==> config.mk <==
export PLATFORM = sky130hd
export DESIGN_NAME = c2p_front_flat
export DESIGN_NICKNAME = d
export VERILOG_FILES = /design/src/hdl/cartesian_to_polar_top_macros.svh /design/src/hdl/c2p_pkg.sv /design/src/hdl/c2p_if.sv /design/src/hdl/c2p_front.sv /design/src/flat_wrapper.sv
export SDC_FILE = /design/constraint.sdc
export NUM_CORES = 1
export LEC_CHECK = 0
export BUFFER_PORTS_ARGS = -buffer_cell sky130_fd_sc_hd__buf_4
export CORE_ASPECT_RATIO = 0.5
export CORE_MARGIN = 10
export CORE_UTILIZATION = 25
export DETAILED_ROUTE_END_ITERATION = 8
export MAX_ROUTING_LAYER = met4
export PLACE_DENSITY_LB_ADDON = 0.25
export SYNTH_ARGS = -nofsm -noshare
export SYNTH_HDL_FRONTEND = slang
export SYNTH_SLANG_ARGS = --single-unit
==> constraint.sdc <==
create_clock -name clk -period 1.9 [get_ports clk]
set_input_delay 0 -clock clk [delete_from_list [all_inputs] [get_ports clk]]
set_output_delay 0 -clock clk [all_outputs]
set_load 0.02 [all_outputs]
==> src/hdl/cartesian_to_polar_top_macros.svh <==
// ----------------------------------------------------------------------------
// Assertion macros for the cartesian to polar converter
// Shorthand for clocked implication checks, disabled while in reset.
// ----------------------------------------------------------------------------
`ifndef CARTESIAN_TO_POLAR_TOP_MACROS_SVH
`define CARTESIAN_TO_POLAR_TOP_MACROS_SVH

// The consequent must hold in the same cycle as the antecedent.
`define C2P_ASSERT_NOW(name, ante, cons, msg) \
  name: assert property (@(posedge clk) disable iff (!rst_n) (ante) |-> (cons)) \
    else $error(msg);

// The consequent must hold in the cycle after the antecedent.
`define C2P_ASSERT_NEXT(name, ante, cons, msg) \
  name: assert property (@(posedge clk) disable iff (!rst_n) (ante) |=> (cons)) \
    else $error(msg);

`endif

==> src/hdl/c2p_pkg.sv <==
// ----------------------------------------------------------------------------
// Cartesian to polar package
// Widths, item types and the elaboration-time arctangent constants.
// ----------------------------------------------------------------------------
package c2p_pkg;

  localparam int CW     = 16;          // coordinate width
  localparam int AF     = 13;          // angle fraction bits
  localparam int AW     = AF + 2;      // angle width, signed Q2.AF
  localparam int RW     = CW;          // radius width
  localparam int SW     = 2 * CW;      // width of x*x + y*y
  localparam int QB     = 62;          // fraction bits of the angle accumulator
  localparam int QW     = 64;          // width of the angle accumulator
  localparam int GB     = 60;          // fraction bits of the rotation datapath
  localparam int XW     = CW + 2 + GB; // width of the rotation datapath
  localparam int N_ITER = 56;          // rotation stages
  localparam int QDEPTH = 4;
  localparam int QPTR_W = $clog2(QDEPTH);
  localparam int QCNT_W = $clog2(QDEPTH + 1);

  typedef struct packed {
    logic x_zero;
    logic y_zero;
    logic neg;     // sign of the final angle
  } flags_t;

  typedef struct packed {
    logic [CW-1:0] ax;
    logic [CW-1:0] ay;
    flags_t        fl;
  } item_t;

  // Unsigned long division by shift and subtract.
  function automatic logic [QW-1:0] c2p_udiv(input logic [QW-1:0] n, input logic [QW-1:0] d);
    logic [QW:0]   r;
    logic [QW-1:0] q;
    r = '0;
    q = '0;
    for (int i = QW - 1; i >= 0; i--) begin
      r = {r[QW-1:0], n[i]};
      if (r >= {1'b0, d}) begin
        r    = r - {1'b0, d};
        q[i] = 1'b1;
      end
    end
    return q;
  endfunction

  // floor(n * 2^QB / d) for n < d.
  function automatic logic [QW-1:0] c2p_div_q(input logic [QW-1:0] n, input logic [QW-1:0] d);
    logic [QW-1:0] r;
    logic [QW-1:0] q;
    r = n;
    q = '0;
    for (int i = 0; i < QB; i++) begin
      r = r << 1;
      q = q << 1;
      if (r >= d) begin
        r    = r - d;
        q[0] = 1'b1;
      end
    end
    return q;
  endfunction

  // floor(a * b / 2^QB).
  function automatic logic [QW-1:0] c2p_mul_q(input logic [QW-1:0] a, input logic [QW-1:0] b);
    logic [2*QW-1:0] p;
    p = {{QW{1'b0}}, a} * {{QW{1'b0}}, b};
    return p[QB+QW-1:QB];
  endfunction

  // atan(n/d) in Q.QB by its power series, for n/d at most one half.
  function automatic logic [QW-1:0] c2p_atan_series(input logic [QW-1:0] n,
                                                    input logic [QW-1:0] d);
    logic [QW-1:0] u;
    logic [QW-1:0] u2;
    logic [QW-1:0] p;
    logic [QW-1:0] t;
    logic [QW-1:0] acc;
    acc = '0;
    if (n != '0) begin
      u  = c2p_div_q(n, d);
      u2 = c2p_mul_q(u, u);
      p  = u;
      for (int k = 0; k < QW; k++) begin
        if (p != '0) begin
          t = c2p_udiv(p, QW'(2 * k + 1));
          if (k % 2 == 1) begin
            acc = acc - t;
          end else begin
            acc = acc + t;
          end
          p = c2p_mul_q(p, u2);
        end
      end
    end
    return acc;
  endfunction

  function automatic logic [QW-1:0] c2p_quarter_pi();
    return c2p_atan_series(QW'(1), QW'(2)) + c2p_atan_series(QW'(1), QW'(3));
  endfunction

  // atan(2^-i) in Q.QB.
  function automatic logic [QW-1:0] c2p_atan_pow2(input int i);
    logic [QW-1:0] res;
    if (i == 0) begin
      res = c2p_quarter_pi();
    end else begin
      res = c2p_atan_series(QW'(1), QW'(1) << i);
    end
    return res;
  endfunction

  localparam logic [QW-1:0] HALF_PI_Q     = c2p_quarter_pi() << 1;
  localparam logic [QW-1:0] ANG_HALF_LSB  = QW'(1) << (QB - 1 - AF);
  localparam logic [QW-1:0] HALF_PI_RND_Q = (HALF_PI_Q + ANG_HALF_LSB) >> (QB - AF);
  localparam logic [AF:0]   ANGLE_HALF_PI = HALF_PI_RND_Q[AF:0];

endpackage

==> src/hdl/c2p_if.sv <==
// ----------------------------------------------------------------------------
// Cartesian to polar channel interfaces
// Valid/ready channels for points in and polar results out.
// ----------------------------------------------------------------------------
interface c2p_in_if import c2p_pkg::*; ();
  logic                 valid;
  logic                 ready;
  logic signed [CW-1:0] x_coord;
  logic signed [CW-1:0] y_coord;

  modport source (output valid, output x_coord, output y_coord, input ready);
  modport sink   (input valid, input x_coord, input y_coord, output ready);
endinterface


==> src/hdl/c2p_front.sv <==
// ----------------------------------------------------------------------------
// Cartesian to polar front end
// Accepts points, takes magnitudes and classifies the special cases.
// ----------------------------------------------------------------------------
module c2p_front import c2p_pkg::*; (
  input  logic    clk,
  input  logic    rst_n,
  c2p_in_if.sink  in_ch,
  output item_t   fr_item,
  output logic    fr_vld,
  input  logic    fr_rdy
);

  logic          fr_vld_r;
  item_t         fr_item_r;
  item_t         item_nxt;
  logic          accept;
  logic [CW-1:0] xu;
  logic [CW-1:0] yu;

  assign in_ch.ready = !fr_vld_r || fr_rdy;
  assign accept      = in_ch.valid && in_ch.ready;

  assign xu = in_ch.x_coord;
  assign yu = in_ch.y_coord;

  always_comb begin
    // The most negative coordinate maps onto its exact magnitude as unsigned.
    item_nxt.ax        = xu[CW-1] ? (~xu + 1'b1) : xu;
    item_nxt.ay        = yu[CW-1] ? (~yu + 1'b1) : yu;
    item_nxt.fl.x_zero = (xu == '0);
    item_nxt.fl.y_zero = (yu == '0);
    // On the vertical axis the sign follows y; elsewhere a point left of the
    // axis folds through the origin.
    if (xu == '0) begin
      item_nxt.fl.neg = yu[CW-1];
    end else begin
      item_nxt.fl.neg = (yu != '0) && (xu[CW-1] ^ yu[CW-1]);
    end
  end

  always_ff @(posedge clk) begin
    if (!rst_n) begin
      fr_vld_r <= 1'b0;
    end else if (accept) begin
      fr_vld_r <= 1'b1;
    end else if (fr_rdy) begin
      fr_vld_r <= 1'b0;
    end
  end

  always_ff @(posedge clk) begin
    if (accept) begin
      fr_item_r <= item_nxt;
    end
  end

  assign fr_item = fr_item_r;
  assign fr_vld  = fr_vld_r;

endmodule

==> src/flat_wrapper.sv <==
// flat-port wrapper written by rule: the top's interface ports become plain ports
module c2p_front_flat import c2p_pkg::*;
  (clk, rst_n, fr_item, fr_vld, fr_rdy, in_ch_valid, in_ch_x_coord, in_ch_y_coord, in_ch_ready);
  c2p_in_if in_ch_i ();
  input  logic clk;
  input  logic rst_n;
  output item_t fr_item;
  output logic fr_vld;
  input  logic fr_rdy;
  input wire logic [$bits(in_ch_i.valid)-1:0] in_ch_valid;
  input wire logic [$bits(in_ch_i.x_coord)-1:0] in_ch_x_coord;
  input wire logic [$bits(in_ch_i.y_coord)-1:0] in_ch_y_coord;
  output wire logic [$bits(in_ch_i.ready)-1:0] in_ch_ready;
  assign in_ch_i.valid = in_ch_valid;
  assign in_ch_i.x_coord = in_ch_x_coord;
  assign in_ch_i.y_coord = in_ch_y_coord;
  assign in_ch_ready = in_ch_i.ready;
  c2p_front u_core (.clk(clk), .rst_n(rst_n), .in_ch(in_ch_i), .fr_item(fr_item), .fr_vld(fr_vld), .fr_rdy(fr_rdy));
endmodule
-- Word-level counts from Yosys, hierarchy flattened
Index checks and enable logic that the tools add are counted.
- register bits after elaboration: 36
- bits in latches: 0
- memory bits (writable): 0
- memory bits (read-only): 0
- input bits: 36
- output and inout bits: 37
- word-level logic and storage cells: 26
- memories: 0
- $add $sub $neg: 2
- multipliers: 0
- div/mod/pow operators: 0
- $lt $le $gt $ge: 0
- equality and inequality tests: 0
- shifts and indexed selects: 0
- muxes and demuxes: 5
- bitwise gates (word level): 3
- reductions and logical operators: 8
- operators with widths (kind ; count):
    $add 16x1->16 const B ; 2
    $logic_not 16->1 ; 2
    $not 16->16 ; 2
    $mux 15 ; 2
    $reduce_bool 16->1 ; 1
    $mux 1 ; 3
    $logic_and 1x1->1 ; 2
    $reduce_bool 2->1 ; 1
    $logic_not 1->1 ; 1
    $logic_or 1x1->1 ; 1
    $xor 1x1->1 ; 1

-- Longest topological paths before layout
Gate-level depths: netlist of the first run.
- word-level depth: 4
- depth in mapped cells: 6
- depth with buffers taken out: 6

-- Worst setup path before layout of the first run
Ideal clock, no wire load.
- path kind: reg2reg
- start point: reg u_core.fr_vld_r, in the netlist u_core.fr_vld
- end point: reg u_core.fr_item_r (netlist bit u_core.fr_item[0]) (enable)
- library setup time: 0.395 ns
- arrival: 1.509 ns
- data required time: 1.505 ns
- setup slack: -0.005 ns
- cell stages (with the launch flop): 3
- path buffers: 0
- period minus slack after synthesis: 1.905 ns
- cell sequence: dfxtp_1 nand2b_1 and2_1
- word-level cells in the longest chain between the ends: 3
- ends and longest elaborated chain (element ; RTL line ; text):
    from (decl) ; c2p_front.sv:14 ; logic fr_vld_r;
    from (signal assigned) ; c2p_front.sv:44 ; fr_vld_r <= 1'b0;
    from (signal assigned) ; c2p_front.sv:46 ; fr_vld_r <= 1'b1;
    from (signal assigned) ; c2p_front.sv:48 ; fr_vld_r <= 1'b0;
    $logic_not 1->1 ; c2p_front.sv:21 ; assign in_ch.ready = !fr_vld_r || fr_rdy;
    $logic_or 1x1->1 ; c2p_front.sv:21 ;
    net in_ch_ready ; flat_wrapper.sv:13 ; output wire logic [$bits(in_ch_i.ready)-1:0] in_ch_ready;
    $logic_and 1x1->1 ; c2p_front.sv:22 ; assign accept = in_ch.valid && in_ch.ready;
    net u_core.accept ; c2p_front.sv:17 ; logic accept;
    to (signal assigned) ; c2p_front.sv:54 ; fr_item_r <= item_nxt;
    to (decl) ; c2p_front.sv:15 ; item_t fr_item_r;
The timed path passes the listed nets, and every way through them passes these cells.
A chain may end at the register's enable or synchronous reset.

==> results.yml, run 1 <==
grt:
  grt.total_usage_pct: 8.63
  grt_pass1_wl_microns: 7650
  grt_pass1_vias: 1497
  grt_start_max_net_pins: 21
  grt_antenna_before_repair: 0
  grt.overflow.total: 0
run:
  max_cap_violations: 0
clock_network:
  cts_sinks: 36
  cts_tree: "yes"
  htreeDepth: 2
  clkSlewWorstSetupHoldPaths_ps: 50
  cts_setup_buffers: 0
  clockRootBuffer: "clkbuf_16"
  holdBufCountCts: 4
  clk_latency_ps: 270
  cts_buffer_depth: 2
  cts_buffers: 5
  cts-resized-gates: 0
pwr:
  p_leak_nw: 1.01
  ir_worst_vdd_mv: 0.366
  power.density_mw_per_mm2: 814
  power_mw: 2.15
critical_path:
  crit_path_end_kind: "register"
  start_kind: "input pin"
  path_max_fanout: 4
  worstSetupPathType: "in2reg"
  arrival_ps: 1660
  cp_slowest_cell: "dlygate4sd3_1"
  crit_required_ps: 1920
  critPathMaxStageDelay_ps: 530
  cp_cell_sequence: "dlygate4sd3_1, buf_4, inv_1, ha_1, nor4b_1, nand4_1, nand2_1, xnor2_1"
floorplan:
  core-area_sq_mm: 0.00683
  die_area_sq_mm: 0.0112
  io_pins: 73
  die_w_microns: 140
  die_h_microns: 80.0
  start_util_pct: 26.4
  rows: 21
cells_and_area:
  final_common_cell: "buf_4"
  area.growth.synth_to_final_pct: 46.4
  drive_above_1_share_pct: 40.3
  antennaDiodeCount: 0
  nets: 258
  mostFrequentLayoutCells: "72 x buf_4, 35 x edfxtp_1, 27 x xnor2_1, 16 x nand2_1, 8 x o21ai_0"
detailed_routing:
  routed_wl_microns: 4750
  wl_per_cell_microns: 15.2
  vias: 1334
  dr.first_iter.drc_count: 85
  drt_pass1_iterations: 4
  routed_via_density: 4.26
  drc_errors: 0
  ant_nets: 0
yosys:
  synth_area_leaders: "edfxtp_1 58%, xnor2_1 13%, nand2_1 3.3%"
  yosys.area.top_type_share_pct: 58.3
  syn_nets: 178
  syn_avg_cell_area_sq_um: 12.9
  yosys_register_bits: 36
  yosysTopAreaCell: "edfxtp_1"
  synthesis.area_sq_mm: 0.00180
  synth_cell_types: 30
  yosys_warnings: 0
  synth_cells: 140
  synth_seq_area_share_pct: 59.4
timing:
  slew_violations: 0
  worst_pin_slew_ps: 424
  fin_crit_ps: 1640
  slew_headroom_pct: 71.4
  timing.fmax_mhz: 610
  fin_crit_sh_pct: 86.3
  rsz0062_at_grt: "no"
  clock_skew_ps: 3.82
  hold_viol: 0
  holdWs_ps: 30.7
  setup_tns_ps: 0
  finalSetupViolations: 0
place:
  port-buffer-count: 72
  gp_congestion: 0.718
  hpwl_microns: 3710
run_status:
  status: "finished clean"
hold_path:
  hold_path.class: "in2reg"
-- routing by layer --
metal  up-vias  GRT usage [%]  wire length (microns)
met4         0           2.46                     34
met2        24           16.1                   2560
li1        671              -                      -
met3         6           2.38                    196
met5         -              -                      0
met1       633           8.84                   1960
-- synth_stat cells (all sizes together) --
cell	instances
nor4b	2
o41ai	2
a21boi	1
ha	2
xnor2	27
inv	6
nor4	5
a31oi	1
o31ai	7
buf	4
and2	1
nor3	4
and3	1
nand2b	5
nor2	4
nand4	1
o21ai	9
dfxtp	1
nand3b	2
nand3	3
edfxtp	35
nand2	17
-- through the flow --
step	util (%)	std cells	setup slack, ps	area, sq um
4_1_cts	38.6	313	241	2640
3_3_place_gp	36.0	301	548	2460
5_1_grt	38.6	313	133	2640
6_report	38.6	313	260	2640
3_5_place_dp	36.0	301	506	2460
2_1_floorplan	-	140	356	1800
-- path summary, 6_finish.rpt --
check / endpoint / slack [ps] / startpoint / depth (start not counted)
min: u_core.fr_item[14] / 30 / in_ch_y_coord[11] / 2
min reg2reg: u_core.fr_item[34] / 960 / u_core.fr_vld / 2
max: u_core.fr_item[17] / 260 / in_ch_y_coord[0] / 8
max reg2reg: u_core.fr_item[13] / 560 / u_core.fr_vld / 3
-- area by class of cell --
cell class / count / area [sq um]
Fill cell: 681 / 4190
Sequential cell: 36 / 1070
Multi-Input combinational cell: 94 / 692
Timing Repair Buffer: 77 / 601
Clock buffer: 7 / 133
Tap cell: 92 / 115
Inverter: 6 / 22.5
Clock inverter: 1 / 3.75
-- where the power goes --
part / switching [mW] / total (mW) / leakage (nW) / internal (mW)
Combinational: 0.219 / 0.409 / 0.595 / 0.190
Clock: 0.288 / 0.770 / 0.0655 / 0.482
Sequential: 0.0175 / 0.969 / 0.348 / 0.951
Total: 0.525 / 2.15 / 1.01 / 1.62
-- worst max-delay path, delay by kind of cell --
kind                     cells  cell delay [ps]
AND/OR/NAND/NOR              3              670
adder cells (fa/ha/maj)      1              190
XOR/XNOR                     1               60
buffers and inverters        3              730
-- flip-flops by register name, indices dropped and copies added, names as in the netlist --
name and cells:
u_core.fr_item 35, u_core.fr_vld 1
-- logic make-up after synthesis --
| group | Yosys count | share of synthesized area [%] |
|---|---|---|
| adders and majority gates | 2 | 1.39 |
| xor gates and xnor gates | 27 | 13.1 |
| AOI/OAI and AO/OA | 20 | 8.40 |
| and+or+nand+nor | 45 | 15.4 |
| buffers and inverters | 10 | 2.22 |
| DFF | 36 | 59.4 |
Power figures use the tool's default switching activity.
==> run 2, diff against run 1 <==
--- a/config.mk
+++ b/config.mk
@@ -5,10 +5,13 @@
 export SDC_FILE = /design/constraint.sdc
 export NUM_CORES = 1
 export LEC_CHECK = 0
+export ABC_AREA = 1
+export ABC_CLOCK_PERIOD_IN_PS = 1900
 export BUFFER_PORTS_ARGS = -buffer_cell sky130_fd_sc_hd__buf_4
 export CORE_ASPECT_RATIO = 0.5
 export CORE_MARGIN = 10
 export CORE_UTILIZATION = 25
+export CTS_CLUSTER_SIZE = 25
 export DETAILED_ROUTE_END_ITERATION = 8
 export MAX_ROUTING_LAYER = met4
 export PLACE_DENSITY_LB_ADDON = 0.25
==> run 2 against run 1 <==
Compared with the run above: non-clock buffer count fell by 1; core utilization fell by 1.2 points; first-iteration DRC count grew 79%; final cell count increased by 27%; largest cell class unchanged; total power grew 0.47%; critical endpoint unchanged.
==> results.yml, run 2 <==
run_status:
  status: "finished clean"
yosys:
  synthesis.area_sq_mm: 0.00196
  synthFlopType: "edfxtp_1"
  async_reset_ff_share_pct: 0
  yosys_register_bits: 36
  synth_seq_area_share_pct: 54.7
  synth_most_common_cell: "nand2_1"
  yosys_warnings: 0
  synth_cell_types: 26
  yosys.area.top_type_share_pct: 53.7
  synth_commonest_cells: "57 x nand2_1, 35 x edfxtp_1, 29 x inv_1, 20 x nor2_1, 13 x nand3_1"
  syn_nets: 248
  synth_cells: 210
  synth_area_leaders: "edfxtp_1 54%, nand2_1 11%, inv_1 5.6%"
  synth-edff-count: 35
  syn_avg_cell_area_sq_um: 9.32
  yosysTopAreaCell: "edfxtp_1"
cells_and_area:
  drive_above_1_share_pct: 32.8
  fill_cells: 778
  final_common_cell: "buf_4"
  largest_reg_flops: 35
  nets: 327
  mostFrequentLayoutCells: "73 x buf_4, 57 x nand2_1, 35 x edfxtp_1, 29 x inv_1, 20 x nor2_1"
  design_area_sq_mm: 0.00279
  area.growth.synth_to_final_pct: 42.7
  antennaDiodeCount: 0
  final_core_util_pct: 37.4
  stdcell_count: 398
hold_path:
  hold_path.class: "in2reg"
  holdCritStartpoint: "in_ch_x_coord[12]"
timing:
  slew_headroom_pct: 69.4
  clock_skew_ps: 2.60
  worst_pin_slew_ps: 459
  timing.fmax_mhz: 687
  slew_violations: 0
  setup_slack_ps: 443
  fin_crit_sh_pct: 76.7
  holdWs_ps: 12.6
  finalSetupViolations: 0
  hold_viol: 0
  rsz0062_at_grt: "no"
  fin_crit_ps: 1460
  setup_tns_ps: 0
place:
  hpwl_microns: 3940
  gp_congestion: 0.810
  dp.cells: 387
  pre_cts_ws_ps: 622
  dpl_cell_area_sq_mm: 0.00263
  port-buffer-count: 72
grt:
  grt.total_usage_pct: 8.81
  grt.overflow.total: 0
  grt_pass1_wl_microns: 8220
  grt_antenna_before_repair: 0
  grt_pass1_vias: 1663
  grt_start_max_net_pins: 36
detailed_routing:
  ant_nets: 0
  routed_via_density: 3.98
  wl_per_cell_microns: 12.5
  routed_wl_microns: 4970
  drc_errors: 0
  dr.first_iter.drc_count: 152
  vias: 1583
  drt_pass1_iterations: 4
floorplan:
  die_area_sq_mm: 0.0120
  io_pins: 73
  start_util_pct: 26.2
  die_h_microns: 82.6
  core-area_sq_mm: 0.00746
  rows: 22
  die_w_microns: 145
clock_network:
  cts_tree: "yes"
  clockRootBuffer: "clkbuf_16"
  cts_buffer_depth: 2
  cts_sinks: 36
  cts_buffers: 5
  htreeDepth: 2
  cts_setup_buffers: 0
  clkSlewWorstSetupHoldPaths_ps: 50
  clk_latency_ps: 270
critical_path:
  reg2reg_depth: 2
  arrival_ps: 1490
  r2r_slack_ps: 620
  r2r-start: "u_core.fr_vld"
  path_max_fanout: 3
  crit_start: "in_ch_y_coord[0]"
  critical_path.endpoint: "u_core.fr_item[17]"
  worstReg2RegEnd: "u_core.fr_item[7]"
  worstSetupPathType: "in2reg"
  start_kind: "input pin"
  crit_required_ps: 1930
  crit_path_end_kind: "register"
pwr:
  ir_worst_vdd_mv: 0.265
  p_leak_nw: 1.25
  power.density_mw_per_mm2: 773
  power_mw: 2.16
run:
  max_cap_violations: 0
run 2: cell types whose count changed in the layout (fill, tap and decap cells not counted), moves of 11 or more:
| cell | previous run | this run |
|---|---|---|
| nand2_1 | 16 | 57 |
| inv_1 | 6 | 29 |
| xnor2_1 | 27 | 6 |
| nor2_1 | 4 | 20 |
| nand3_1 | 2 | 13 |
| xor2_1 | 0 | 11 |
run 2: kinds of logic (layout without fill, tap and decap cells):
family | after synthesis | in the layout | synth area share [%]
AND/OR/NAND/NOR | 109 | 109 | 25.0
AO/OA/AOI/OAI | 13 | 13 | 4.54
adder cells (fa/ha/maj) | 2 | 2 | 1.28
XOR/XNOR | 17 | 17 | 7.61
flip-flops | 36 | 36 | 54.7
buffers and inverters | 33 | 113 | 6.84
run 2: final cells by class:
cell class	instances	area [sq um]	area share [%]
timing repair buffer	76	578	20.7
tap	108	135	4.84
sequential	36	1070	38.4
clock inverter	1	3.75	0.134
multi-input combinational	141	763	27.3
clock buffer	7	133	4.75
inverter	29	109	3.90
run 2: worst min-delay path by stage:
stage,slack [ps],end,cells after the start
3_3_place_gp,190,u_core.fr_item[3],1
3_5_place_dp,190,u_core.fr_item[3],1
4_1_cts,9,u_core.fr_item[13],3
5_1_grt,10,u_core.fr_item[13],3
2_1_floorplan,100,u_core.fr_item[19],0
6_report,10,u_core.fr_item[31],3
run 2: metal layers:
metal | global-route usage, % | up-vias | routed length (microns)
met5 | - | - | 0
met1 | 9.58 | 715 | 2170
li1 | - | 835 | -
met4 | 3.41 | 0 | 72
met2 | 15.8 | 27 | 2610
met3 | 2.12 | 6 | 123
run 2: worst max-delay path: stages:
cell	delay (ps)
dlygate4sd3_1	530
buf_4	130
inv_1	80
ha_1	160
nand2_1	80
nor2_2	170
nand2_2	90
nand2_2	80
nand2_1	50
nand2_1	60
nand2_1	40
run 2: report_power, final:
part           leakage (nW)  internal, mW  switching, mW
Clock                0.0655         0.482          0.292
Combinational         0.838         0.179          0.238
Sequential            0.349         0.949         0.0171
run 2: timing repair:
item,CTS,global route
hold buffers,3,0
gates resized for setup,0,0
hold endpoints to repair,3,0
