$ cat config.mk
export PLATFORM = sky130hd
export DESIGN_NAME = c2p_queue
export DESIGN_NICKNAME = d
export VERILOG_FILES = /design/src/hdl/c2p_pkg.sv /design/src/hdl/c2p_queue.sv
export VERILOG_INCLUDE_DIRS = /design/src /design/src/hdl
export SDC_FILE = /design/constraint.sdc
export NUM_CORES = 1
export LEC_CHECK = 0
export ABC_AREA = 1
export BUFFER_PORTS_ARGS = -buffer_cell sky130_fd_sc_hd__buf_2
export CORE_ASPECT_RATIO = 1.1
export CORE_UTILIZATION = 45
export CTS_CLUSTER_DIAMETER = 50
export DETAILED_ROUTE_END_ITERATION = 8
export PLACE_DENSITY = 0.78
export SETUP_SLACK_MARGIN = 0.5
export SLEW_MARGIN = 0
export SYNTH_ARGS = -nofsm -noshare
export SYNTH_HDL_FRONTEND = slang
export SYNTH_SLANG_ARGS = --single-unit
$ cat constraint.sdc
create_clock -name clk -period 2.6 [get_ports clk]
set_input_delay 0.26 -clock clk [delete_from_list [all_inputs] [get_ports clk]]
set_output_delay 0.26 -clock clk [all_outputs]
set_load 0.1 [all_outputs]
$ cat src/hdl/cartesian_to_polar_top_macros.svh
// ----------------------------------------------------------------------------
// Assertion macros for the cartesian to polar converter
// Shorthand for clocked implication checks, disabled while in reset.
// ----------------------------------------------------------------------------
`ifndef CARTESIAN_TO_POLAR_TOP_MACROS_SVH
`define CARTESIAN_TO_POLAR_TOP_MACROS_SVH

// The consequent must hold in the same cycle as the antecedent.
`define C2P_ASSERT_NOW(name, ante, cons, msg) \
  name: assert property (@(posedge clk) disable iff (!rst_n) (ante) |-> (cons)) \
    else $error(msg);

// The consequent must hold in the cycle after the antecedent.
`define C2P_ASSERT_NEXT(name, ante, cons, msg) \
  name: assert property (@(posedge clk) disable iff (!rst_n) (ante) |=> (cons)) \
    else $error(msg);

`endif

$ cat src/hdl/c2p_pkg.sv
// ----------------------------------------------------------------------------
// Cartesian to polar package
// Widths, item types and the elaboration-time arctangent constants.
// ----------------------------------------------------------------------------
package c2p_pkg;

  localparam int CW     = 16;          // coordinate width
  localparam int AF     = 13;          // angle fraction bits
  localparam int AW     = AF + 2;      // angle width, signed Q2.AF
  localparam int RW     = CW;          // radius width
  localparam int SW     = 2 * CW;      // width of x*x + y*y
  localparam int QB     = 62;          // fraction bits of the angle accumulator
  localparam int QW     = 64;          // width of the angle accumulator
  localparam int GB     = 60;          // fraction bits of the rotation datapath
  localparam int XW     = CW + 2 + GB; // width of the rotation datapath
  localparam int N_ITER = 56;          // rotation stages
  localparam int QDEPTH = 4;
  localparam int QPTR_W = $clog2(QDEPTH);
  localparam int QCNT_W = $clog2(QDEPTH + 1);

  typedef struct packed {
    logic x_zero;
    logic y_zero;
    logic neg;     // sign of the final angle
  } flags_t;

  typedef struct packed {
    logic [CW-1:0] ax;
    logic [CW-1:0] ay;
    flags_t        fl;
  } item_t;

  // Unsigned long division by shift and subtract.
  function automatic logic [QW-1:0] c2p_udiv(input logic [QW-1:0] n, input logic [QW-1:0] d);
    logic [QW:0]   r;
    logic [QW-1:0] q;
    r = '0;
    q = '0;
    for (int i = QW - 1; i >= 0; i--) begin
      r = {r[QW-1:0], n[i]};
      if (r >= {1'b0, d}) begin
        r    = r - {1'b0, d};
        q[i] = 1'b1;
      end
    end
    return q;
  endfunction

  // floor(n * 2^QB / d) for n < d.
  function automatic logic [QW-1:0] c2p_div_q(input logic [QW-1:0] n, input logic [QW-1:0] d);
    logic [QW-1:0] r;
    logic [QW-1:0] q;
    r = n;
    q = '0;
    for (int i = 0; i < QB; i++) begin
      r = r << 1;
      q = q << 1;
      if (r >= d) begin
        r    = r - d;
        q[0] = 1'b1;
      end
    end
    return q;
  endfunction

  // floor(a * b / 2^QB).
  function automatic logic [QW-1:0] c2p_mul_q(input logic [QW-1:0] a, input logic [QW-1:0] b);
    logic [2*QW-1:0] p;
    p = {{QW{1'b0}}, a} * {{QW{1'b0}}, b};
    return p[QB+QW-1:QB];
  endfunction

  // atan(n/d) in Q.QB by its power series, for n/d at most one half.
  function automatic logic [QW-1:0] c2p_atan_series(input logic [QW-1:0] n,
                                                    input logic [QW-1:0] d);
    logic [QW-1:0] u;
    logic [QW-1:0] u2;
    logic [QW-1:0] p;
    logic [QW-1:0] t;
    logic [QW-1:0] acc;
    acc = '0;
    if (n != '0) begin
      u  = c2p_div_q(n, d);
      u2 = c2p_mul_q(u, u);
      p  = u;
      for (int k = 0; k < QW; k++) begin
        if (p != '0) begin
          t = c2p_udiv(p, QW'(2 * k + 1));
          if (k % 2 == 1) begin
            acc = acc - t;
          end else begin
            acc = acc + t;
          end
          p = c2p_mul_q(p, u2);
        end
      end
    end
    return acc;
  endfunction

  function automatic logic [QW-1:0] c2p_quarter_pi();
    return c2p_atan_series(QW'(1), QW'(2)) + c2p_atan_series(QW'(1), QW'(3));
  endfunction

  // atan(2^-i) in Q.QB.
  function automatic logic [QW-1:0] c2p_atan_pow2(input int i);
    logic [QW-1:0] res;
    if (i == 0) begin
      res = c2p_quarter_pi();
    end else begin
      res = c2p_atan_series(QW'(1), QW'(1) << i);
    end
    return res;
  endfunction

  localparam logic [QW-1:0] HALF_PI_Q     = c2p_quarter_pi() << 1;
  localparam logic [QW-1:0] ANG_HALF_LSB  = QW'(1) << (QB - 1 - AF);
  localparam logic [QW-1:0] HALF_PI_RND_Q = (HALF_PI_Q + ANG_HALF_LSB) >> (QB - AF);
  localparam logic [AF:0]   ANGLE_HALF_PI = HALF_PI_RND_Q[AF:0];

endpackage

$ cat src/hdl/c2p_queue.sv
// ----------------------------------------------------------------------------
// Cartesian to polar item queue
// Short FIFO between the front end and the rotation pipeline.
// ----------------------------------------------------------------------------
module c2p_queue import c2p_pkg::*; (
  input  logic  clk,
  input  logic  rst_n,
  input  item_t push_item,
  input  logic  push_vld,
  output logic  push_rdy,
  output item_t pop_item,
  output logic  pop_vld,
  input  logic  pop
);

  `include "cartesian_to_polar_top_macros.svh"

  item_t             mem_r [QDEPTH];
  logic [QPTR_W-1:0] wr_ptr_r;
  logic [QPTR_W-1:0] rd_ptr_r;
  logic [QCNT_W-1:0] cnt_r;
  logic              push;

  assign push_rdy = (cnt_r != QCNT_W'(QDEPTH));
  assign push     = push_vld && push_rdy;
  assign pop_vld  = (cnt_r != '0);
  assign pop_item = mem_r[rd_ptr_r];

  always_ff @(posedge clk) begin
    if (!rst_n) begin
      wr_ptr_r <= '0;
      rd_ptr_r <= '0;
      cnt_r    <= '0;
    end else begin
      if (push) begin
        wr_ptr_r <= (wr_ptr_r == QPTR_W'(QDEPTH - 1)) ? '0 : wr_ptr_r + 1'b1;
      end
      if (pop) begin
        rd_ptr_r <= (rd_ptr_r == QPTR_W'(QDEPTH - 1)) ? '0 : rd_ptr_r + 1'b1;
      end
      if (push && !pop) begin
        cnt_r <= cnt_r + 1'b1;
      end else if (pop && !push) begin
        cnt_r <= cnt_r - 1'b1;
      end
    end
  end

  always_ff @(posedge clk) begin
    if (push) begin
      mem_r[wr_ptr_r] <= push_item;
    end
  end

  `C2P_ASSERT_NOW(a_empty_ptrs, cnt_r == '0, wr_ptr_r == rd_ptr_r, "empty queue with unequal pointers")
  `C2P_ASSERT_NEXT(a_cnt_inc, push && !pop, cnt_r == $past(cnt_r) + 1'b1, "queue count did not rise")

endmodule

# Word-level counts from Yosys, hierarchy flattened
# Memory sizes are Yosys's and may differ from the RTL's. A register that Yosys moved wholly into a read port is not among the register bits.
# Cells that the tools add are included.
# W data, S select, Z words.
# op_classes
addsub,4
mul,0
n_div,0
magnitude_cmp,0
n_eq_ne,3
shift,0
muxes,8
bitwise,0
reduce_logical,7
# op_table
op,n
$mux W2,4
$mux W3,2
$add A2 B1 Y2 const B,2
$eq A2 B2 Y1 const B,2
$add A3 B1 Y3 const B,1
$logic_and A1 B1 Y1,3
$ne A3 B3 Y1 const B,1
$reduce_bool A3 Y1,1
$sub A3 B1 Y3 const B,1
$logic_not A1 Y1,2
$mux W1,2
$reduce_bool A2 Y1,1
# totals
ff_bits,7
latchBits,0
mem_bits_rw,140
romBits,0
input_bits,39
output_inout_bits,37
memories,1
# mem_list
memory,words,width,read_ports,rd_clocked_by_memory_dff,wr,line_no,rtl
mem_r,4,35,1,1,1,c2p_queue.sv:18,item_t mem_r [QDEPTH];

# Longest topological paths before layout
# Gate-level depths: netlist (run 1).
# logic_depth
depth_word,6
depth_mapped,13
depth_no_buf,13

# Worst setup path before layout (run 1)
# No wires, ideal clock.
# synth_path
path_type,register to register
startpoint,reg cnt_r[0]
endpoint,mem mem_r[0][0] (netlist bit) (enable)
t_arrival_ns,2.644
required_time_ns,2.173
path_slack_ns,-0.471
stages_incl_launch_ff,5
synth_period_minus_slack_ns,3.071
cell_sequence,dfxtp_1 > nor2_1 > nand2_2 > nand2_1 > nor2_1
# synth_via
elab_chain_len,4
# synth_lines
element,line_no,rtl
from (decl),c2p_queue.sv:21,logic [QCNT_W-1:0] cnt_r;
from (signal assigned),c2p_queue.sv:42,cnt_r <= cnt_r + 1'b1;
from (signal assigned),c2p_queue.sv:44,cnt_r <= cnt_r - 1'b1;
$ne A3 B3 Y1,c2p_queue.sv:24,assign push_rdy = (cnt_r != QCNT_W'(QDEPTH));
net push_rdy,c2p_queue.sv:10,"output logic push_rdy,"
$logic_and A1 B1 Y1,c2p_queue.sv:25,assign push = push_vld && push_rdy;
$mux W1,c2p_queue.sv:50,if (push) begin
$mux W1 (not written as such),c2p_queue.sv:51,mem_r[wr_ptr_r] <= push_item;
to (decl),c2p_queue.sv:18,
# The timed path passes the listed nets, and every way through them passes these cells.

==> results of run 1 <==
[power breakdown]
group          internal [W]  total, W  switching (W)  leakage, nW
sequential          0.00284   0.00290      0.0000621         1.36
clock               0.00149   0.00235       0.000863        0.276
combinational      0.000372   0.00162        0.00125         1.00
[worst min-delay path by stage]
stage,slack [ns],from,endpoint,cells past startpoint
after floorplan,0.36,push_item[0],mem_r[0][0],0
after global placement,0.47,push_item[25],mem_r[0][25],1
after detailed placement,0.48,push_item[21],mem_r[3][21],1
after CTS,0.04,push_item[12],mem_r[0][12],1
after global routing,0.05,push_item[12],mem_r[0][12],1
final,0.06,push_item[12],mem_r[0][12],1
[area by class of cell]
cell class	instances	area (um^2)
Clock inverter	12	136
Timing Repair Buffer	89	662
Multi-Input combinational cell	217	1340
Fill cell	889	4920
Sequential cell	149	4390
Clock buffer	20	437
Tap cell	154	193
Inverter	16	70.1
[logic make-up (layout without fill, tap and decap cells)]
kind of cell,Yosys count,after routing,synth area share [%]
DFF,149,149,77.5
AOI/OAI and AO/OA,109,109,10.4
and+or+nand+nor,100,100,6.83
buffers and inverters,37,137,3.47
adders and majority gates,7,7,1.68
xor gates and xnor gates,1,1,0.155
[flip-flops by register name, summed over array words and instances, names as in the netlist, named ones only]
name      count
wr_ptr_r      2
rd_ptr_r      2
cnt_r         3
mem_r       140
[synth_stat cells, types with 2 or more instances]
cell type	n
edfxtp_1	140
nor2_1	86
o21ai_0	50
o22ai_1	35
o21ai_1	22
inv_1	14
buf_2	11
buf_4	9
dfxtp_1	9
nand2_1	9
ha_1	6
a21oi_1	2
[timing repair]
action | 4_1_cts | 5_1_grt
cloned | 0 | 1
hold buffers | 0 | 0
setup endpoints to repair | 35 | 26
resized for setup | 39 | 16
setup buffers | 0 | 0
[per-stage QoR]
stage / setup WS, ns / instances / hold WS (ns)
2_1_floorplan: 0.519 / 403 / 0.359
3_3_place_gp: 0.673 / 624 / 0.469
3_5_place_dp: 0.633 / 624 / 0.478
4_1_cts: 0.442 / 656 / 0.0445
5_1_grt: 0.495 / 657 / 0.0479
6_report: 0.566 / 657 / 0.0601
[worst reg2reg max path, stage by stage (launching register included)]
cell     delay (ns)
dfxtp_1        0.34
nor2_1         0.23
nand2_4        0.09
nand2_2        0.22
inv_1          0.07
ha_1           0.19
inv_1          0.09
fa_1           0.42
o21ai_0        0.17
nor2_1         0.06
[metal layers]
layer	vias up	global-route usage (%)	routed length, um
li1	1658	-	-
met1	1739	21.7	4690
met2	114	32.5	6080
met3	16	5.59	736
met4	4	6.59	129
met5	-	0	18
==> out/metrics.csv, run 1 <==
metric;value;unit
total CTS buffers;17;
Worst setup SP type;register;
pwr/cell area;952;nW/um^2
Syn Nets;449;
Slew Limit Headroom;64.3;%
hpwl dp;6820;um
row count;42;
Worst Path Buf+Inv;2;
placer's final routability congestion estimate;0.825;
via count;3531;
I/O pins;76;
residual DRC count;0;
Worst Path Arrival;1.77;ns
worst r2r src;cnt_r[1];
pin count of the biggest net entering global routing;71;
worst setup path endpoint;pop_item[30];
Worst R2R Setup Slack;0.62;ns
Static Leak;2.64;nW
clock latency on the worst-skew pair;0.41;ns
area growth from synthesis to layout;27.5;%
worst min-delay path class;input port to register;
initial antenna violation count;2;
most frequent cells in the layout;140 x edfxtp_1, 82 x nor2_1, 50 x o21ai_0;
clk_skew;0.00592;ns
CP Max Fanout;35;
Via density;5.37;
RR Endpoint;cnt_r[1];
Synth area leaders;edfxtp_1 74%, nor2_1 5.7%, o21ai_0 4.4%;
PortBufs;75;
die span in x;109;um
n_diodes;0;
Final Cycle Share;78.2;%
synthesized instance count;403;
WP data required;2.34;ns
Critical-path top delay cell;dfxtp_2;
max frequency;492;MHz
htree depth;4;
commonest non-fill, non-tap cell in the layout;edfxtp_1;
clk buf depth;2;
Worst Reg2Reg Path Length in Cells;9;
final slew viol count;0;
Synth top area share;74.3;%
VDD IR max;591;uV
clock root buffer;clkbuf_16;
die area;13000;um^2
clock tree from TritonCTS;yes;
Synth area leader;edfxtp_1;
Initial DRC Count;200;
remaining antenna violation count;0;
Area after DPL;6460;um^2
setup violators final;0;
TNS Setup;0;ns
max_cap viols;0;
Design Area, Final;7220;um^2
global-route wire length before repair;17800;um
RSZ-0062 raised after global routing;true;
CORE AREA;12100;um^2
Worst Setup End Kind;primary output;
crit path cell chain;buf_12 -> o21ai_1 -> o22ai_2 -> clkbuf_4;
Fin. Hold Viols;0;
Final min period;2.03;ns
fin util;59.5;%
worst slew pin tran;0.535;ns
gr usage total;18.7;%
die height;120;um
Initial Utilization;46.6;%
sequential area share after synthesis;77.5;%
register bit total from synthesis;149;
Avg WL per Cell;17.7;um
fraction of final layout cells sized beyond drive strength 1;31.6;%
number of global-route vias before repair;3664;
Mapped Avg Cell Area;14.0;um^2
async set-reset flop share out of synthesis;0;%
synth warn;0;
clk sinks;149;
first-pass iteration count of the detailed router;5;
Post-synth top flop;edfxtp_1;
area of the mapped netlist;5660;um^2
Max stage delay on crit path;0.46;ns
status;complete, no violations;
clk slew on worst S/H paths;0.06;ns
CP Class;register to primary output;
post-synth cell types;22;
CP top delay family;buffers and inverters;
gr ovfl total;0;
stages on the worst setup path;4;
Tot Pwr;0.00687;W
WL final;11700;um
number of synthesized flops with an enable pin;140;
# nets final;536;
No activity file was read; power rests on OpenSTA's default activity.
==> run 2, diff against run 1 <==
ABC_AREA = 0   (was 1)
clock period = 1.65 ns   (was 2.6 ns; I/O delays follow)
==> out/metrics.csv, run 2 <==
metric;value;unit
hpwl dp;6010;um
first-pass iteration count of the detailed router;6;
Post-synth top flop;edfxtp_1;
failing checks;negative setup slack;
async set-reset flop share out of synthesis;0;%
fraction of final layout cells sized beyond drive strength 1;51.0;%
htree depth;4;
setup violators final;179;
CORE AREA;12000;um^2
clock power share;32.7;%
Tot Pwr;0.0126;W
crit path cell chain;buf_12 -> mux4_2 -> buf_6;
Syn Nets;278;
post-synth cell types;27;
pwr/cell area;1510;nW/um^2
Max stage delay on crit path;0.53;ns
clk_skew;0.00433;ns
Avg WL per Cell;21.1;um
Worst Setup End Kind;primary output;
final slew viol count;0;
# nets final;454;
VDD IR max;1440;uV
Mapped Avg Cell Area;23.9;um^2
CP top delay family;multiplexers;
most frequent cells in the layout;140 x edfxtp_1, 46 x buf_6, 38 x buf_2;
Net Sw Power;0.00384;W
Synth top area share;75.9;%
largest registers;mem_r x140, cnt_r x3;
via count;2978;
WP data required;1.48;ns
CP Max Fanout;10;
Static Leak;3.00;nW
Sw Ratio;30.5;%
gr ovfl total;0;
row count;42;
Synth area leaders;edfxtp_1 76%, mux4_2 14%, dfxtp_1 3.3%;
register with the most flip-flops;mem_r;
area of the mapped netlist;5540;um^2
gr usage total;20.8;%
synth warn;0;
register bit total from synthesis;149;
Logic pwr share;30.5;%
residual DRC count;0;
pre-CTS setup slack;-0.268;ns
clk buf depth;2;
Critical-path top delay cell;mux4_2;
max frequency;515;MHz
PortBufs;75;
Worst setup SP type;register;
synthesized instance count;232;
worst min-delay path class;input port to register;
Slew Limit Headroom;80.9;%
die height;118;um
Worst Path Buf+Inv;2;
number of global-route vias before repair;3344;
most common cell in the netlist;edfxtp_1;
worst slew pin tran;0.283;ns
Via density;5.18;
initial antenna violation count;1;
placer's final routability congestion estimate;0.695;
worst setup margin;-0.291;ns
area growth from synthesis to layout;50.8;%
Initial DRC Count;141;
sequential area share after synthesis;79.1;%
RSZ-0062 raised after global routing;true;
clk slew on worst S/H paths;0.06;ns
I/O pins;76;
share of power burned in registers;36.8;%
most frequent cells after synthesis;140 x edfxtp_1, 35 x mux4_2, 9 x dfxtp_1, 6 x ha_1;
clk sinks;149;
P_int;0.00877;W
number of synthesized flops with an enable pin;140;
clock tree from TritonCTS;yes;
global-route wire length before repair;18700;um
clock latency on the worst-skew pair;0.41;ns
remaining antenna violation count;0;
Synth area leader;edfxtp_1;
Final Cycle Share;118;%
Worst Path Arrival;1.78;ns
commonest non-fill, non-tap cell in the layout;edfxtp_1;
WL final;12100;um
pin count of the biggest net entering global routing;26;
clock root buffer;clkbuf_16;
CP Class;register to primary output;
Final min period;1.94;ns
status;finished, violations left;
Initial Utilization;46.0;%
max FFs per register;140;
max_cap viols;0;
Fin. Hold Viols;0;
die area;12800;um^2
filler instances;724;
die span in x;108;um
total CTS buffers;17;
==> run 2: cell types whose count changed after synthesis, sizes merged, moves of 4 or more <==
cell and delta:
and3 +4, nand2 -7, nor2 -85, buf -12
o21ai -70, o22ai -35, inv -12, mux4 +35
==> run 2: what timing repair did <==
action / in CTS / in global routing
pin swaps: 12 / 6
buffers inserted: 13 / 6
endpoints found under the hold margin: 139 / 0
cloned: 16 / 1
setup endpoints to repair: 182 / 182
hold buffers: 35 / 0
gates resized for setup: 117 / 4
==> run 2: routing by layer <==
metal	part of all wire [%]	GRT usage, %	wire length, um
met1	39	24.1	4730
met5	0	0	0
met2	56	36.7	6770
met3	3.5	4.96	420
met4	1.9	8.56	232
==> run 2: stage by stage <==
step | hold slack, ns | instance area (um^2) | utilization [%] | std cells | TNS (ns)
after CTS | 0.0594 | 8250 | 68.5 | 567 | -19.05
after global placement | 0.375 | 6320 | 52.5 | 472 | -0.256
after detailed placement | 0.384 | 6320 | 52.5 | 472 | -0.392
after floorplan | 0.264 | 5620 | - | 232 | -3.84
after global routing | 0.0855 | 8360 | 69.4 | 575 | -44.06
final | 0.0782 | 8360 | 69.4 | 575 | -37.99
==> run 2: power groups by stage <==
stage / Sequential (W) / Clock, W / Combinational (W)
after floorplan: 0.00469 / 0 / 0.00218
after CTS: 0.00464 / 0.00417 / 0.00373
after detailed placement: 0.00471 / 0 / 0.00269
after global routing: 0.00467 / 0.00434 / 0.00397
final: 0.00465 / 0.00412 / 0.00384
after global placement: 0.00468 / 0 / 0.00266
==> run 2: worst paths after layout <==
path | from | end | slack (ns) | cells after the start
worst max register to register | cnt_r[2] | mem_r[1][7] | -0.28 | 8
worst min register to register | wr_ptr_r[1] | wr_ptr_r[1] | 0.51 | 2
worst min-delay path | rst_n | register | 0.08 | 2
worst max-delay path | register | pop_item[29] | -0.29 | 3
==> run 2: layout make-up <==
class,instances,area [um^2],area share (%)
Antenna cell,1,2.50,0.0299
Inverter,4,15.0,0.180
Timing Repair Buffer,167,1990,23.8
Tap cell,154,193,2.31
Clock buffer,19,433,5.18
Multi-Input combinational cell,69,1130,13.5
Sequential cell,149,4390,52.6
Clock inverter,12,201,2.41
==> run 2: cells by family (layout without fill, tap and decap cells) <==
logic type                 after synthesis  in the layout  share of synthesized area, %
buffers and inverters                   14            202                          1.58
muxes                                   38             38                          14.8
adders and majority gates                7              7                          1.72
AOI/OAI and AO/OA                        4              4                         0.451
other                                    0              1                             0
DFF                                    149            149                          79.1
and+or+nand+nor                         18             18                          2.05
xor gates and xnor gates                 2              2                         0.316
==> run 3, diff against run 2 <==
CORE_UTILIZATION = 51   (was 45)
PLACE_DENSITY = 0.86   (was 0.78)
==> out/metrics.csv, run 3 (synthesis gave the netlist of run 2 again) <==
metric;value;unit
first-pass iteration count of the detailed router;4;
remaining antenna violation count;0;
Worst Setup End Kind;primary output;
RSZ-0062 raised after global routing;true;
share of power burned in registers;37.6;%
PortBufs;75;
clock root buffer;clkbuf_16;
clock tree from TritonCTS;yes;
die area;11300;um^2
Slew Limit Headroom;83.7;%
worst setup margin;-0.304;ns
failing checks;negative setup slack;
Initial DRC Count;171;
number of global-route vias before repair;3399;
Avg WL per Cell;23.2;um
pwr/cell area;1470;nW/um^2
I/O pins;76;
clock power share;30.5;%
initial antenna violation count;0;
CP Max Fanout;9;
Hold WS;0.0842;ns
row count;39;
total CTS buffers;17;
Worst Path Buf+Inv;2;
Tot Pwr;0.0124;W
stages on the worst setup path;3;
crit path cell chain;buf_12 -> mux4_2 -> buf_12;
# nets final;459;
die height;111;um
clk buf depth;2;
Worst setup SP type;register;
worst setup path endpoint;pop_item[9];
clk slew on worst S/H paths;0.06;ns
CP Class;register to primary output;
RR Endpoint;cnt_r[2];
max frequency;512;MHz
via count;3075;
commonest non-fill, non-tap cell in the layout;edfxtp_1;
placer's final routability congestion estimate;0.721;
Critical-path top delay cell;mux4_2;
pin count of the biggest net entering global routing;17;
status;finished, violations left;
VDD IR max;1250;uV
worst r2r src;cnt_r[2];
worst min-delay path class;input port to register;
final slew viol count;0;
most frequent cells in the layout;140 x edfxtp_1, 46 x buf_6, 38 x buf_2;
largest registers;mem_r x140, cnt_r x3;
Logic pwr share;31.9;%
CP most frequent cell;buf_12;
Sw Ratio;32.3;%
area growth from synthesis to layout;52.5;%
fraction of final layout cells sized beyond drive strength 1;52.1;%
max_cap viols;0;
hpwl dp;5750;um
clock latency on the worst-skew pair;0.42;ns
hold depth;2;
filler instances;483;
Fin. Hold Viols;0;
gr ovfl total;0;
WL final;13200;um
Static Leak;3.04;nW
global-route wire length before repair;19900;um
clk_skew;0.00870;ns
register with the most flip-flops;mem_r;
Worst Path Arrival;1.79;ns
Worst Reg2Reg Path Length in Cells;8;
residual DRC count;0;
Initial Utilization;52.8;%
die span in x;101;um
CORE AREA;10500;um^2
Net Sw Power;0.00401;W
Final Cycle Share;118;%
TNS Setup;-28.66;ns
Worst R2R Setup Slack;-0.27;ns
WP data required;1.48;ns
CP top delay family;multiplexers;
clk sinks;149;
htree depth;4;
P_int;0.00839;W
Max stage delay on crit path;0.57;ns
setup violators final;179;
Final min period;1.95;ns
Via density;5.40;
fin util;80.5;%
gr usage total;25.8;%
worst slew pin tran;0.244;ns
max FFs per register;140;
n_diodes;0;
-- run 3: area by class of cell --
type / instances / area, um^2 / share of cell area [%]
Sequential cell: 149 / 4390 / 52.0
Inverter: 4 / 15.0 / 0.178
Clock inverter: 15 / 158 / 1.87
Clock buffer: 17 / 425 / 5.03
Timing Repair Buffer: 172 / 2160 / 25.6
Multi-Input combinational cell: 69 / 1120 / 13.3
Tap cell: 143 / 179 / 2.12
-- run 3: per-stage QoR --
| step | instance area, um^2 | setup slack, ns | cells |
|---|---|---|---|
| after floorplan | 5620 | -0.414 | 232 |
| after global placement | 6380 | -0.177 | 462 |
| after detailed placement | 6380 | -0.238 | 462 |
| after CTS | 8360 | -0.320 | 563 |
| after global routing | 8450 | -0.345 | 569 |
| final | 8450 | -0.304 | 569 |
-- run 3: worst min path at each step --
stage	from	endpoint	slack, ns
3_3_place_gp	push_item[17]	mem_r[2][17]	0.38
3_5_place_dp	push_item[12]	mem_r[2][12]	0.38
6_report	rst_n	cnt_r[1]	0.08
5_1_grt	rst_n	cnt_r[1]	0.07
4_1_cts	rst_n	register	0.05
2_1_floorplan	push_item[0]	mem_r[0][0]	0.26
-- run 3: timing repair --
action	4_1_cts	5_1_grt
gates resized for setup	114	8
pin swaps	10	4
setup endpoints to repair	182	182
endpoints found under the hold margin	140	0
cloned	17	0
hold buffers	35	0
buffers inserted	17	6
-- run 3: power groups by stage --
| stage | Combinational [W] | Clock, W | Sequential (W) |
|---|---|---|---|
| after floorplan | 0.00218 | 0 | 0.00469 |
| after global placement | 0.00270 | 0 | 0.00468 |
| after detailed placement | 0.00273 | 0 | 0.00471 |
| after CTS | 0.00377 | 0.00378 | 0.00465 |
| after global routing | 0.00408 | 0.00399 | 0.00468 |
| final | 0.00395 | 0.00378 | 0.00466 |
-- run 3: layer usage --
metal,GRT usage [%],vias up,share of wire [%]
met2,43.8,102,54
met5,0,-,0
li1,-,1354,-
met3,6.87,27,4.3
met4,10.6,0,2.4
met1,31.0,1592,39
